File: src/rtl/assert_macros.svh
// ----------------------------------------------------------------------------
// assertion macros
// shared concurrent assertion forms, clocked and disabled during reset
// ----------------------------------------------------------------------------
`ifndef ASSERT_MACROS_SVH
`define ASSERT_MACROS_SVH

// same-cycle implication
`define LBDM_ASSERT_IMP(lbl, clk, rstn, pre, post) \
    lbl: assert property (@(posedge clk) disable iff (!(rstn)) (pre) |-> (post)) \
        else $error("lbdm assertion failed");

// next-cycle implication
`define LBDM_ASSERT_NXT(lbl, clk, rstn, pre, post) \
    lbl: assert property (@(posedge clk) disable iff (!(rstn)) (pre) |=> (post)) \
        else $error("lbdm assertion failed");

`endif

File: src/rtl/lbdm_pkg.sv
// ----------------------------------------------------------------------------
// lbdm_pkg
// types, constants and the response table of the brightness to duty mapper
// ----------------------------------------------------------------------------
package lbdm_pkg;

    localparam int FRAC_BITS = 16;
    localparam int DUTY_BITS = 12;
    localparam int LOG_FRAC  = 30;
    localparam int TAB_LAST  = 60;

    localparam logic [16:0] ONE_LEVEL = 17'h10000;
    localparam logic [23:0] ONE_BASE  = 24'h010000;
    localparam logic [30:0] ONE_Q30   = 31'h4000_0000;
    localparam logic [12:0] FULL_DUTY = 13'h1000;

    // register indexes
    typedef enum logic [1:0] {
        REG_BASE_RED   = 2'd0,
        REG_BASE_WHITE = 2'd1,
        REG_BASE_BLUE  = 2'd2,
        REG_BASE_GREEN = 2'd3
    } reg_idx_t;

    // response curve, Q1.16
    localparam logic [16:0] RESP_TAB [61] = '{
        17'd0,     17'd575,   17'd1148,  17'd1709,  17'd2269,  17'd2839,
        17'd3428,  17'd4042,  17'd4688,  17'd5369,  17'd6089,  17'd6853,
        17'd7663,  17'd8525,  17'd9442,  17'd10420, 17'd11466, 17'd12584,
        17'd13782, 17'd15065, 17'd16440, 17'd17912, 17'd19484, 17'd21158,
        17'd22935, 17'd24812, 17'd26784, 17'd28844, 17'd30983, 17'd33188,
        17'd35444, 17'd37734, 17'd40039, 17'd42339, 17'd44612, 17'd46836,
        17'd48991, 17'd51056, 17'd53011, 17'd54840, 17'd56528, 17'd58065,
        17'd59442, 17'd60656, 17'd61707, 17'd62599, 17'd63339, 17'd63939,
        17'd64410, 17'd64770, 17'd65035, 17'd65222, 17'd65350, 17'd65432,
        17'd65481, 17'd65509, 17'd65524, 17'd65530, 17'd65532, 17'd65534,
        17'd65536
    };

    typedef logic [30:0] root_arr_t [LOG_FRAC];

    // floored integer square root, evaluated at elaboration only
    function automatic logic [63:0] isqrt64(input logic [63:0] v_in);
        logic [63:0] v;
        logic [63:0] r;
        logic [63:0] bt;
        v  = v_in;
        r  = 64'd0;
        bt = 64'h4000_0000_0000_0000;
        for (int i = 0; i < 32; i++) begin
            if (v >= r + bt) begin
                v = v - (r + bt);
                r = (r >> 1) + bt;
            end else begin
                r = r >> 1;
            end
            bt = bt >> 2;
        end
        return r;
    endfunction

    // roots 2^(2^-k) in Q1.30 for k = 1 .. 30
    function automatic root_arr_t calc_roots();
        root_arr_t   arr;
        logic [63:0] root;
        root = isqrt64(64'd2 << 60);
        for (int k = 0; k < LOG_FRAC; k++) begin
            arr[k] = root[30:0];
            root   = isqrt64(root << LOG_FRAC);
        end
        return arr;
    endfunction

    localparam root_arr_t ROOTS = calc_roots();

    // log2 phase
    typedef struct packed {
        logic        vld;
        logic        byp;
        logic [16:0] d;
        logic [2:0]  lint;
        logic [30:0] m;
        logic [29:0] lfrac;
        logic [23:0] bm1;
    } log_t;

    // exp2 phase
    typedef struct packed {
        logic        vld;
        logic        byp;
        logic [16:0] d;
        logic [2:0]  xi;
        logic [29:0] xf;
        logic [30:0] r;
        logic [23:0] bm1;
    } exp_t;

    // division phase
    typedef struct packed {
        logic        vld;
        logic        byp;
        logic        sat;
        logic [16:0] d;
        logic [37:0] den;
        logic [37:0] rem;
        logic [11:0] q;
    } div_t;

endpackage

File: src/rtl/lbdm_div_cell.sv
// ----------------------------------------------------------------------------
// lbdm_div_cell
// one quotient bit of restoring division
// ----------------------------------------------------------------------------
`include "assert_macros.svh"

module lbdm_div_cell (
    input  logic           aclk,
    input  logic           aresetn,
    input  logic           adv,
    input  lbdm_pkg::div_t c_in,
    output lbdm_pkg::div_t c_out
);

    lbdm_pkg::div_t q_reg, q_next;
    logic [38:0]    rem2;
    logic           ge;

    // shift remainder, subtract divisor when it fits
    always_comb begin
        rem2     = {c_in.rem, 1'b0};
        ge       = (rem2 >= {1'b0, c_in.den});
        q_next   = c_in;
        q_next.q = {c_in.q[10:0], ge};
        if (ge) q_next.rem = 38'(rem2 - {1'b0, c_in.den});
        else    q_next.rem = rem2[37:0];
    end

    always_ff @(posedge aclk) begin
        if (!aresetn) begin
            q_reg.vld <= 1'b0;
        end else if (adv) begin
            q_reg <= q_next;
        end
    end

    assign c_out = q_reg;

    // remainder stays below the divisor on the corrected path
    `LBDM_ASSERT_IMP(a_div_rem, aclk, aresetn,
        q_reg.vld && !q_reg.byp && !q_reg.sat, q_reg.rem < q_reg.den)

endmodule

File: config.mk
export PLATFORM = sky130hd
export DESIGN_NAME = lbdm_div_cell
export DESIGN_NICKNAME = d
export VERILOG_FILES = /design/src/rtl/lbdm_pkg.sv /design/src/rtl/lbdm_div_cell.sv
export VERILOG_INCLUDE_DIRS = /design/src /design/src/rtl
export SDC_FILE = /design/constraint.sdc
export NUM_CORES = 1
export LEC_CHECK = 0
export BUFFER_PORTS_ARGS = -buffer_cell sky130_fd_sc_hd__buf_4
export CORE_ASPECT_RATIO = 2
export CORE_MARGIN = 3
export CORE_UTILIZATION = 54
export DETAILED_ROUTE_END_ITERATION = 16
export PLACE_DENSITY = 0.86
export SYNTH_ARGS = -nofsm -noshare
export SYNTH_HDL_FRONTEND = slang
export SYNTH_SLANG_ARGS = --single-unit
File: constraint.sdc
create_clock -name aclk -period 10.6 [get_ports aclk]
set_input_delay 2.12 -clock aclk [delete_from_list [all_inputs] [get_ports aclk]]
set_output_delay 2.12 -clock aclk [all_outputs]
set_load 0.02 [all_outputs]
== Word level (Yosys, flattened, before mapping) ==
Index checks and enable logic that the tools add are counted.
Storage, ports and cells
  register bits: 108
  logic and storage cells: 12
  output and inout bits: 108
Cells by class
  magnitude comparators: 1
  add/sub/neg operators: 1
  reduce and logical (&&, ||, !) cells: 1
  mux-type cells: 1
Operators by type and width (number)
  39-bit by 38-bit >= comparator with 1-bit output: 1
  38-bit two-way mux: 1
  38-bit subtractor: 1
  2-bit AND reduction: 1

== Depth between registers and ports, before layout ==
Gate-level depths: netlist of the first run.
  depth in word-level cells: 2
  gate-level depth with buffers: 14
  depth with buffers taken out: 11

== Worst setup path after synthesis of the first run ==
No wires, ideal clock.
  kind: input port to flip-flop
  start: input port adv
  end: register q_reg, in the netlist c_out[0] (enable)
  slack: 5537 ps
  arrival time: 4585 ps
  stages on the path: 1
  library setup time: 478 ps
  required time: 10122 ps
  path buffers: 0
  cells stage by stage: and2_1
Between the ends
  longest elaborated chain between the ends: 1
RTL lines
  start: declaration: line lbdm_div_cell.sv:10  | input logic adv,
  2-bit AND reduction (no line)
  end signal: assignment: line lbdm_div_cell.sv:33  | q_reg <= q_next;
  end: declaration: line lbdm_div_cell.sv:15  | lbdm_pkg::div_t q_reg, q_next;
No other way between the ends.
A chain may end at the register's enable or synchronous reset.

==> metrics.csv, run 1 <==
metric,value,unit
Final Hold Viols,0,
fin cells,889,
RePlAce Congestion,0.911,
static leakage,3.60,nW
CTS resizes,0,
Comb pwr share,27.9,%
Port Buffer Count,217,
top cell type's share of synthesized area,53.0,%
R2R depth,2,
WL final,15900,um
synth cell count leaders,"107 x edfxtp_1, 60 x a21oi_1, 46 x inv_1",
Routed Antenna Nets,0,
number of flops mapped to enable cells by yosys,107,
first-pass GRT wire length,24000,um
Final HPWL DP,12400,um
Die X,81.0,um
status,completed,
number of post-CTS setup repair buffers,0,
startpoint types,input port,
number of clock sinks,108,
area of the multi-input gates,2540,um^2
final-layout fill cell count,779,
Most used DFF post-synth,edfxtp_1,
Post-DP Area,7760,um^2
Switching Share,29.7,%
post-synthesis register bit count,108,
largest net degree at the start of global routing,74,
register area share after synthesis,53.3,%
die height,156,um
min-delay worst type,reg2reg,
Tot Pwr,1.18,mW
Int Pwr,0.827,mW
setup violators final,0,
worst-path maximum fanout,34,
Core Region,10900,um^2
Max-slew headroom,39.8,%
Post-synth ARST share,0,%
Clk pwr share,27.5,%
"top cells by area, synth","edfxtp_1 53%, ha_1 7.8%, a21oi_1 4.9%, inv_1 2.8%, xnor2_1 2.7%",
cts hold-fix bufs,0,
TritonCTS clock tree,yes,
fin crit period,5.37,ns
Reg2Reg Setup Slack,9.97,ns
initial antenna violation count,0,
drc violations,0,
Final Skew,0,ns
largest area contributor in the netlist,edfxtp_1,
first-pass detailed-route iteration total,5,
initial core utilization,55.4,%
top-level port count,219,
arrival time at the worst endpoint,5.46,ns
Layout area overhead,32.6,%
Slew @ Worst Pin,0.903,ns
vias per cell,5.56,
gr ovfl total,0,
nets,894,
Total GRT Usage,24.9,%
worst setup path start,c_in[56],
n_diodes,0,
num rows,54,
VDD IR max,101,uV
DR vias,4947,
Netlist cell types,52,
Avg WL per Cell,17.9,um
Largest register FFs,108,
reg-to-reg endpoint,c_out[107]$_SDFFE_PN0P_,
dpl cells,873,
clk buf depth,2,
syn avg cell area,11.4,um^2
most common cell in the netlist,edfxtp_1,
Worst-path clk slew,0.07,ns
Final Cell Area,8050,um^2
net count after synthesis,683,
mapped cell area,6070,um^2
Skew-Pair Late Insertion Delay,0.34,ns
ratio of cells with drive above 1 in the final layout,34.3,%
initial detailed-routing violation count,288,
critical path class,in2reg,
Synth Warn #,0,
PwrDens,146,nW/um^2
sequential power share,44.6,%
area of the die,12600,um^2
final slew viol count,0,
Post-Synthesis Cells,533,
CP Capture Point,c_out[49]$_DFFE_PP_,
CTS root buf,clkbuf_16,
Sw Pwr,0.349,mW
Max Freq,0.186,GHz
Max-cap violations,0,
setup_tns,0,ns
CP Capture Type,flip-flop,
WP data required,10.69,ns
CTS buffer count,9,
Reg-to-Reg Start,c_out[107]$_SDFFE_PN0P_,
Final Cycle Share,50.7,%
vias in the first global route,4889,
unrepaired setup endpoints after global routing,false,
Reg area,3230,um^2
htree depth,3,
[how the worst min path moves through the flow]
stage | from | to | slack [ns] | cells past startpoint
6_report | c_out[107]$_SDFFE_PN0P_ | c_out[107]$_SDFFE_PN0P_ | 0.56 | 2
3_3_place_gp | c_out[107]$_SDFFE_PN0P_ | c_out[107]$_SDFFE_PN0P_ | 0.50 | 2
5_1_grt | c_out[107]$_SDFFE_PN0P_ | c_out[107]$_SDFFE_PN0P_ | 0.59 | 2
4_1_cts | c_out[107]$_SDFFE_PN0P_ | c_out[107]$_SDFFE_PN0P_ | 0.56 | 2
2_1_floorplan | c_out[107]$_SDFFE_PN0P_ | c_out[107]$_SDFFE_PN0P_ | 0.59 | 2
3_5_place_dp | c_out[107]$_SDFFE_PN0P_ | c_out[107]$_SDFFE_PN0P_ | 0.55 | 2
[worst max-delay path: stages]
cell and delay, ns:
buf_4 0.09, inv_1 0.04, ha_1 0.38, a21oi_1 0.13
o21ai_0 0.37, a31oi_1 0.17, a211oi_1 0.41, o21ai_0 0.17
nand3_1 0.18, a21bo_2 0.53, buf_4 0.47, mux2_2 0.38
[power groups by stage]
stage / clock (mW) / combinational, mW / sequential, mW
3_5_place_dp: 0 / 0.324 / 0.534
6_report: 0.324 / 0.328 / 0.525
5_1_grt: 0.342 / 0.353 / 0.528
4_1_cts: 0.328 / 0.327 / 0.525
3_3_place_gp: 0 / 0.316 / 0.533
2_1_floorplan: 0 / 0.160 / 0.579
[area by class of cell]
type | count | share of cell area, %
timing repair buffer | 219 | 20.4
inverter | 46 | 2.15
clock buffer | 10 | 2.85
clock inverter | 6 | 0.669
sequential | 108 | 40.2
multi-input combinational | 360 | 31.6
tap | 140 | 2.18
[metrics by stage]
step                      utilization (%)  hold WS [ns]  worst slack [ns]
after floorplan                         -         0.589              5.54
after global placement               70.9         0.500              5.05
after detailed placement             70.9         0.548              4.98
after CTS                            73.5         0.565              5.30
after global routing                 73.5         0.595              5.02
final                                73.5         0.564              5.23
[cell families after synthesis]
group                      Yosys count  share of synthesized area, %
buffers and inverters               65                          4.91
AOI/OAI and AO/OA                  150                          15.4
muxes                               15                          3.42
adders and majority gates           39                          8.17
DFF                                108                          53.3
and+or+nand+nor                    123                          10.1
xor gates and xnor gates            33                          4.76
[layer usage]
| metal | GRT usage, % | vias up | share of wire [%] |
|---|---|---|---|
| met5 | 0 | - | 0 |
| met4 | 9.19 | 0 | 2.6 |
| met3 | 3.53 | 32 | 6.2 |
| met2 | 49.0 | 209 | 58 |
| met1 | 25.3 | 2315 | 33 |
| li1 | - | 2391 | - |
[cell usage in the layout, fill, tap and decap left out, types with 3 or more instances in the layout]
| cell | instances |
|---|---|
| and4_1 | 3 |
| ha_1 | 38 |
| o21bai_1 | 4 |
| edfxtp_1 | 107 |
| nor3_1 | 9 |
| xor2_1 | 14 |
| o21ai_0 | 26 |
| a21o_1 | 21 |
| xnor2_1 | 19 |
| nor4_1 | 3 |
| inv_1 | 46 |
| o21a_1 | 3 |
| nand3_1 | 14 |
| mux2_4 | 11 |
| nand4_1 | 6 |
| a31oi_1 | 11 |
| or2_2 | 3 |
| and2_1 | 7 |
| and3_1 | 5 |
| o211ai_1 | 4 |
| nor2_1 | 37 |
| nand2_1 | 26 |
| clkbuf_16 | 9 |
| a21oi_1 | 60 |
| buf_4 | 219 |
| a211oi_1 | 4 |
No activity file was read; power rests on OpenSTA's default activity.
==> inputs of run 2 (changes only) <==
--- a/config.mk
+++ b/config.mk
@@ -6,12 +6,13 @@
 export SDC_FILE = /design/constraint.sdc
 export NUM_CORES = 1
 export LEC_CHECK = 0
+export ABC_AREA = 1
 export BUFFER_PORTS_ARGS = -buffer_cell sky130_fd_sc_hd__buf_4
 export CORE_ASPECT_RATIO = 2
 export CORE_MARGIN = 3
-export CORE_UTILIZATION = 54
+export CORE_UTILIZATION = 52
 export DETAILED_ROUTE_END_ITERATION = 16
-export PLACE_DENSITY = 0.86
+export PLACE_DENSITY = 0.81
 export SYNTH_ARGS = -nofsm -noshare
 export SYNTH_HDL_FRONTEND = slang
 export SYNTH_SLANG_ARGS = --single-unit
==> constraint.sdc (replaced) <==
create_clock -name aclk -period 5.1 [get_ports aclk]
set_input_delay 1.02 -clock aclk [delete_from_list [all_inputs] [get_ports aclk]]
set_output_delay 1.02 -clock aclk [all_outputs]
set_load 0.02 [all_outputs]
==> metrics.csv, run 2 <==
metric,value,unit
status,completed,
Max-slew headroom,31.7,%
CP peak stage delay,0.45,ns
first-pass detailed-route iteration total,5,
Post-Place Worst Slack,1.50,ns
XOR/XNOR Fraction of Synth Area,2.47,%
gr busiest metal,met2,
DR vias,6351,
top cell type's share of synthesized area,45.2,%
met2 Use GR,54.9,%
cts hold-fix bufs,0,
Die X,88.6,um
WP data required,5.21,ns
Netlist cell types,33,
final-layout fill cell count,1134,
Hold Path Stages,2,
Routed Antenna Nets,0,
Final Cell Area,9120,um^2
setup_tns,0,ns
synth cell count leaders,"300 x nand2_1, 149 x inv_1, 107 x edfxtp_1",
RePlAce Congestion,0.960,
worst setup path start,c_in[37],
"top cells by area, synth","edfxtp_1 45%, nand2_1 16%, inv_1 7.9%, ha_1 6.7%, nand3_2 3.9%",
number of post-CTS setup repair buffers,0,
met1 Use GR,26.2,%
gr ovfl total,0,
CP Capture Type,flip-flop,
Reg2Reg Setup Slack,4.46,ns
CTS resizes,0,
Layout area overhead,28.5,%
CTS buffer count,9,
number of flops mapped to enable cells by yosys,107,
critical path class,in2reg,
reg-to-reg endpoint,c_out[107]$_SDFFE_PN0P_,
final slew viol count,0,
"Slowest-stage cell, CP",buf_4,
Post-Synthesis Cells,873,
die height,171,um
Most used DFF post-synth,edfxtp_1,
syn avg cell area,8.13,um^2
vias in the first global route,6409,
Synth Area in Simple Gates,31.5,%
startpoint types,input port,
largest area contributor in the netlist,edfxtp_1,
first-pass GRT wire length,31600,um
drc violations,0,
Port Buffer Count,217,
most frequent cells in the layout,"300 x nand2_1, 220 x buf_4, 148 x inv_1",
CP Capture Point,c_out[34]$_DFFE_PP_,
number of clock sinks,108,
clk buf depth,2,
Avg WL per Cell,16.5,um
Reg-to-Reg Start,c_out[107]$_SDFFE_PN0P_,
setup violators final,0,
post-synthesis mux area share,0,%
ratio of cells with drive above 1 in the final layout,27.3,%
Final HPWL DP,16500,um
vias per cell,5.08,
unrepaired setup endpoints after global routing,false,
nets,1242,
post-synthesis register bit count,108,
worst setup margin,1.85,ns
num rows,59,
"most used cell, CP",nand2_1,
CTS root buf,clkbuf_16,
largest net degree at the start of global routing,72,
net count after synthesis,1023,
initial core utilization,53.7,%
n_diodes,0,
Core Region,13200,um^2
PwrDens,277,nW/um^2
Final Core Density,69.0,%
"commonest non-fill, non-tap cell in the layout",nand2_1,
Worst-path clk slew,0.08,ns
Post-synth ARST share,0,%
arrival time at the worst endpoint,3.36,ns
most common cell in the netlist,nand2_1,
mapped cell area,7100,um^2
Largest register FFs,108,
TritonCTS clock tree,yes,
worst-path maximum fanout,31,
Final Cycle Share,63.7,%
Tot Pwr,2.53,mW
Max-cap violations,0,
Synth Area in Compound Gates,3.59,%
CP cell instances,"buf_4, ha_1, a21oi_1, nand2_1, nand2_1, nand2_1, a21oi_1, nand4_1, buf_4, nand3_1, nand2_1",
Total GRT Usage,27.5,%
area of the die,15200,um^2
WL final,20600,um
min-delay worst type,reg2reg,
Max Freq,0.308,GHz
Post-DP Area,8830,um^2
Synth Warn #,0,
static leakage,4.63,nW
register area share after synthesis,45.5,%
R2R depth,2,
largest family of logic cells by synthesized area,simple AND/OR/NAND/NOR gates,
initial detailed-routing violation count,309,
top-level port count,219,
htree depth,3,
met3 Usage GRT,3.55,%
initial antenna violation count,0,
VDD IR max,159,uV
Slew @ Worst Pin,1.02,ns
Skew-Pair Late Insertion Delay,0.35,ns
Final Hold Viols,0,
fin crit period,3.25,ns
Final Skew,0,ns
Post-Synth Adder-Cell Area,6.98,%
==> run 2: cell count changes after synthesis, sizes merged, moves of 7 or more <==
cell	delta
nand2	+288
inv	+111
nand3	+69
nor2	+37
a21oi	-34
a21o	-21
o21ai	-19
xnor2	-18
mux2	-13
clkbuf	-12
a31oi	-10
and2	-7
nand3b	+7
==> run 2: how the worst min path moves through the flow <==
stage,endpoint,from,slack [ns]
after floorplan,c_out[107]$_SDFFE_PN0P_,c_out[107]$_SDFFE_PN0P_,0.61
after detailed placement,c_out[107]$_SDFFE_PN0P_,c_out[107]$_SDFFE_PN0P_,0.54
after global routing,c_out[107]$_SDFFE_PN0P_,c_out[107]$_SDFFE_PN0P_,0.57
final,c_out[107]$_SDFFE_PN0P_,c_out[107]$_SDFFE_PN0P_,0.56
after global placement,c_out[107]$_SDFFE_PN0P_,c_out[107]$_SDFFE_PN0P_,0.53
after CTS,c_out[107]$_SDFFE_PN0P_,c_out[107]$_SDFFE_PN0P_,0.56
==> run 2: area by class of cell <==
cell class              instances  area (um^2)  area share, %
inverters                     158          596           6.53
well taps                     152          190           2.08
clock buffers                   9          225           2.47
flip-flops and latches        108         3230           35.4
clock inverters                 7         66.3          0.727
multi-input cells             595         3160           34.6
repair buffers                220         1650           18.1
==> run 2: kinds of logic (layout without fill, tap and decap cells) <==
logic type	after synthesis	in the layout
buffers and inverters	170	394
adder cells (fa/ha/maj)	39	39
AND/OR/NAND/NOR	494	494
flip-flops	108	108
XOR/XNOR	20	20
AO/OA/AOI/OAI	42	42
==> run 2: report_power, final <==
| group | leakage [nW] | switching, mW | internal, mW |
|---|---|---|---|
| logic | 3.48 | 0.452 | 0.286 |
| clock network | 0.143 | 0.363 | 0.345 |
| registers | 1.01 | 0.0189 | 1.07 |
| total | 4.63 | 0.834 | 1.70 |
==> run 2: per-stage QoR <==
stage | cells | hold WS (ns)
floorplan | 873 | 0.606
global placement | 1233 | 0.528
detailed placement | 1233 | 0.544
CTS | 1249 | 0.558
global route | 1249 | 0.568
finish | 1249 | 0.564
==> run 2: layer usage <==
metal / share of wire, % / routed length [um] / up-vias
li1: - / - / 3213
met1: 34 / 6910 / 2899
met2: 58 / 12000 / 196
met3: 4.0 / 826 / 43
met4: 4.0 / 834 / 0
met5: 0 / 0 / -
==> run 2: worst max-delay path, delay by kind of cell <==
family	cells	cell delay, ns
and+or+nand+nor	6	0.90
AOI/OAI and AO/OA	2	0.49
adders and majority gates	1	0.36
buffers and inverters	2	0.56
==> inputs of run 3 (changes only) <==
--- a/config.mk
+++ b/config.mk
@@ -10,9 +10,9 @@
 export BUFFER_PORTS_ARGS = -buffer_cell sky130_fd_sc_hd__buf_4
 export CORE_ASPECT_RATIO = 2
 export CORE_MARGIN = 3
-export CORE_UTILIZATION = 52
+export CORE_UTILIZATION = 47
 export DETAILED_ROUTE_END_ITERATION = 16
-export PLACE_DENSITY = 0.81
+export PLACE_DENSITY = 0.77
 export SYNTH_ARGS = -nofsm -noshare
 export SYNTH_HDL_FRONTEND = slang
 export SYNTH_SLANG_ARGS = --single-unit
==> constraint.sdc (replaced) <==
create_clock -name aclk -period 2.89 [get_ports aclk]
set_input_delay 0.578 -clock aclk [delete_from_list [all_inputs] [get_ports aclk]]
set_output_delay 0.578 -clock aclk [all_outputs]
set_load 0.02 [all_outputs]
==> metrics.csv, run 3 (synthesized netlist as in run 2, its figures left out) <==
metric,value,unit
status,completed,
CP Capture Type,flip-flop,
RePlAce Congestion,0.936,
met3 Usage GRT,2.47,%
met1 Use GR,24.0,%
Routed Antenna Nets,0,
Largest register FFs,108,
Worst-path clk slew,0.07,ns
Final Skew,0,ns
min-delay worst type,in2reg,
CP Capture Point,c_out[44]$_DFFE_PP_,
clk buf depth,2,
"commonest non-fill, non-tap cell in the layout",nand2_1,
Max-slew headroom,52.1,%
first-pass GRT wire length,31500,um
R2R depth,2,
Port Buffer Count,217,
num rows,63,
most frequent cells in the layout,"300 x nand2_1, 228 x buf_4, 148 x inv_1",
Avg WL per Cell,15.6,um
Skew-Pair Late Insertion Delay,0.34,ns
Final HPWL DP,16700,um
Final Hold Viols,0,
Slew @ Worst Pin,0.711,ns
WP data required,3.00,ns
area of the multi-input gates,3160,um^2
Layout area overhead,31.1,%
gr busiest metal,met2,
top-level port count,219,
worst-path maximum fanout,6,
VDD IR max,280,uV
met2 Use GR,48.7,%
final slew viol count,0,
n_diodes,0,
arrival time at the worst endpoint,2.44,ns
worst setup path start,c_in[50],
reg-to-reg endpoint,c_out[107]$_SDFFE_PN0P_,
Core Region,14800,um^2
WL final,20300,um
Hold Crit Start,c_in[97],
cts hold-fix bufs,0,
initial core utilization,47.9,%
TritonCTS clock tree,yes,
setup_tns,0,ns
vias in the first global route,6415,
die height,180,um
unrepaired setup endpoints after global routing,false,
nets,1255,
htree depth,3,
drc violations,0,
startpoint types,input port,
Reg2Reg Setup Slack,2.26,ns
initial detailed-routing violation count,275,
CTS root buf,clkbuf_16,
CTS resizes,0,
final-layout fill cell count,1397,
PwrDens,471,nW/um^2
static leakage,4.70,nW
area of the die,16700,um^2
Max-cap violations,0,
number of clock sinks,108,
ratio of cells with drive above 1 in the final layout,27.9,%
Reg-to-Reg Start,c_out[107]$_SDFFE_PN0P_,
fin crit period,2.33,ns
Post-DP Area,9050,um^2
Die X,92.9,um
vias per cell,4.89,
first-pass detailed-route iteration total,5,
CTS buffer count,9,
largest net degree at the start of global routing,108,
initial antenna violation count,0,
number of post-CTS setup repair buffers,0,
Reg area,3230,um^2
DR vias,6376,
critical path class,in2reg,
gr ovfl total,0,
Total GRT Usage,24.4,%
Max Freq,0.429,GHz
Final Cell Area,9310,um^2
Final Cycle Share,80.7,%
setup violators final,0,
run 3: cell types whose count changed in the layout (fill, tap and decap cells not counted):
cell and delta:
inv_6 -2, clkinv_1 -1, clkinv_2 +2, buf_4 +8, clkbuf_1 +3, inv_8 -1, buf_12 +5, clkinv_8 -1
inv_4 -1, clkinvlp_4 +1
run 3: layout make-up:
type / count / share of cell area, %
sequential: 108 / 34.7
multi-input combinational: 595 / 33.9
clock inverter: 4 / 0.296
timing repair buffer: 233 / 19.5
tap: 195 / 2.62
clock buffer: 12 / 2.54
inverter: 158 / 6.41
run 3: per-layer routing:
layer | wire length [um] | vias up
met4 | 812 | 0
met1 | 6820 | 2922
met5 | 0 | -
met2 | 11900 | 174
met3 | 846 | 42
li1 | - | 3238
run 3: worst max-delay path: stages:
cell and delay (ns):
buf_4 0.09, inv_2 0.07, fa_1 0.48, nand3_1 0.13, nand3_1 0.18, nand2_1 0.11
nand3_1 0.13, nand2_1 0.11, nand2_1 0.17, nand2_1 0.15, nand3b_1 0.11, nand3_2 0.08
nand2_1 0.04
run 3: where the power goes:
part / internal [mW] / leakage [nW] / total [mW] / switching, mW
Combinational: 0.531 / 3.56 / 1.33 / 0.803
Sequential: 1.88 / 1.01 / 1.92 / 0.0324
Clock: 0.588 / 0.131 / 1.13 / 0.545
run 3: worst min path at each step:
stage | slack (ns) | endpoint | depth (start not counted)
final | 0.40 | c_out[97]$_DFFE_PP_ | 1
after global routing | 0.39 | c_out[100]$_DFFE_PP_ | 1
after CTS | 0.39 | c_out[91]$_DFFE_PP_ | 1
after detailed placement | 0.54 | c_out[107]$_SDFFE_PN0P_ | 2
after global placement | 0.52 | c_out[107]$_SDFFE_PN0P_ | 2
after floorplan | 0.61 | c_out[107]$_SDFFE_PN0P_ | 2
run 3: through the flow:
stage	worst slack, ns	std cells	hold WS, ns	util (%)	power (mW)
after floorplan	0.261	873	0.606	-	2.76
after detailed placement	0.235	1289	0.540	61.0	3.28
final	0.558	1305	0.405	62.8	4.38
after global placement	0.231	1289	0.525	61.0	3.27
after CTS	0.588	1305	0.389	62.8	4.42
after global routing	0.375	1305	0.388	62.8	4.61
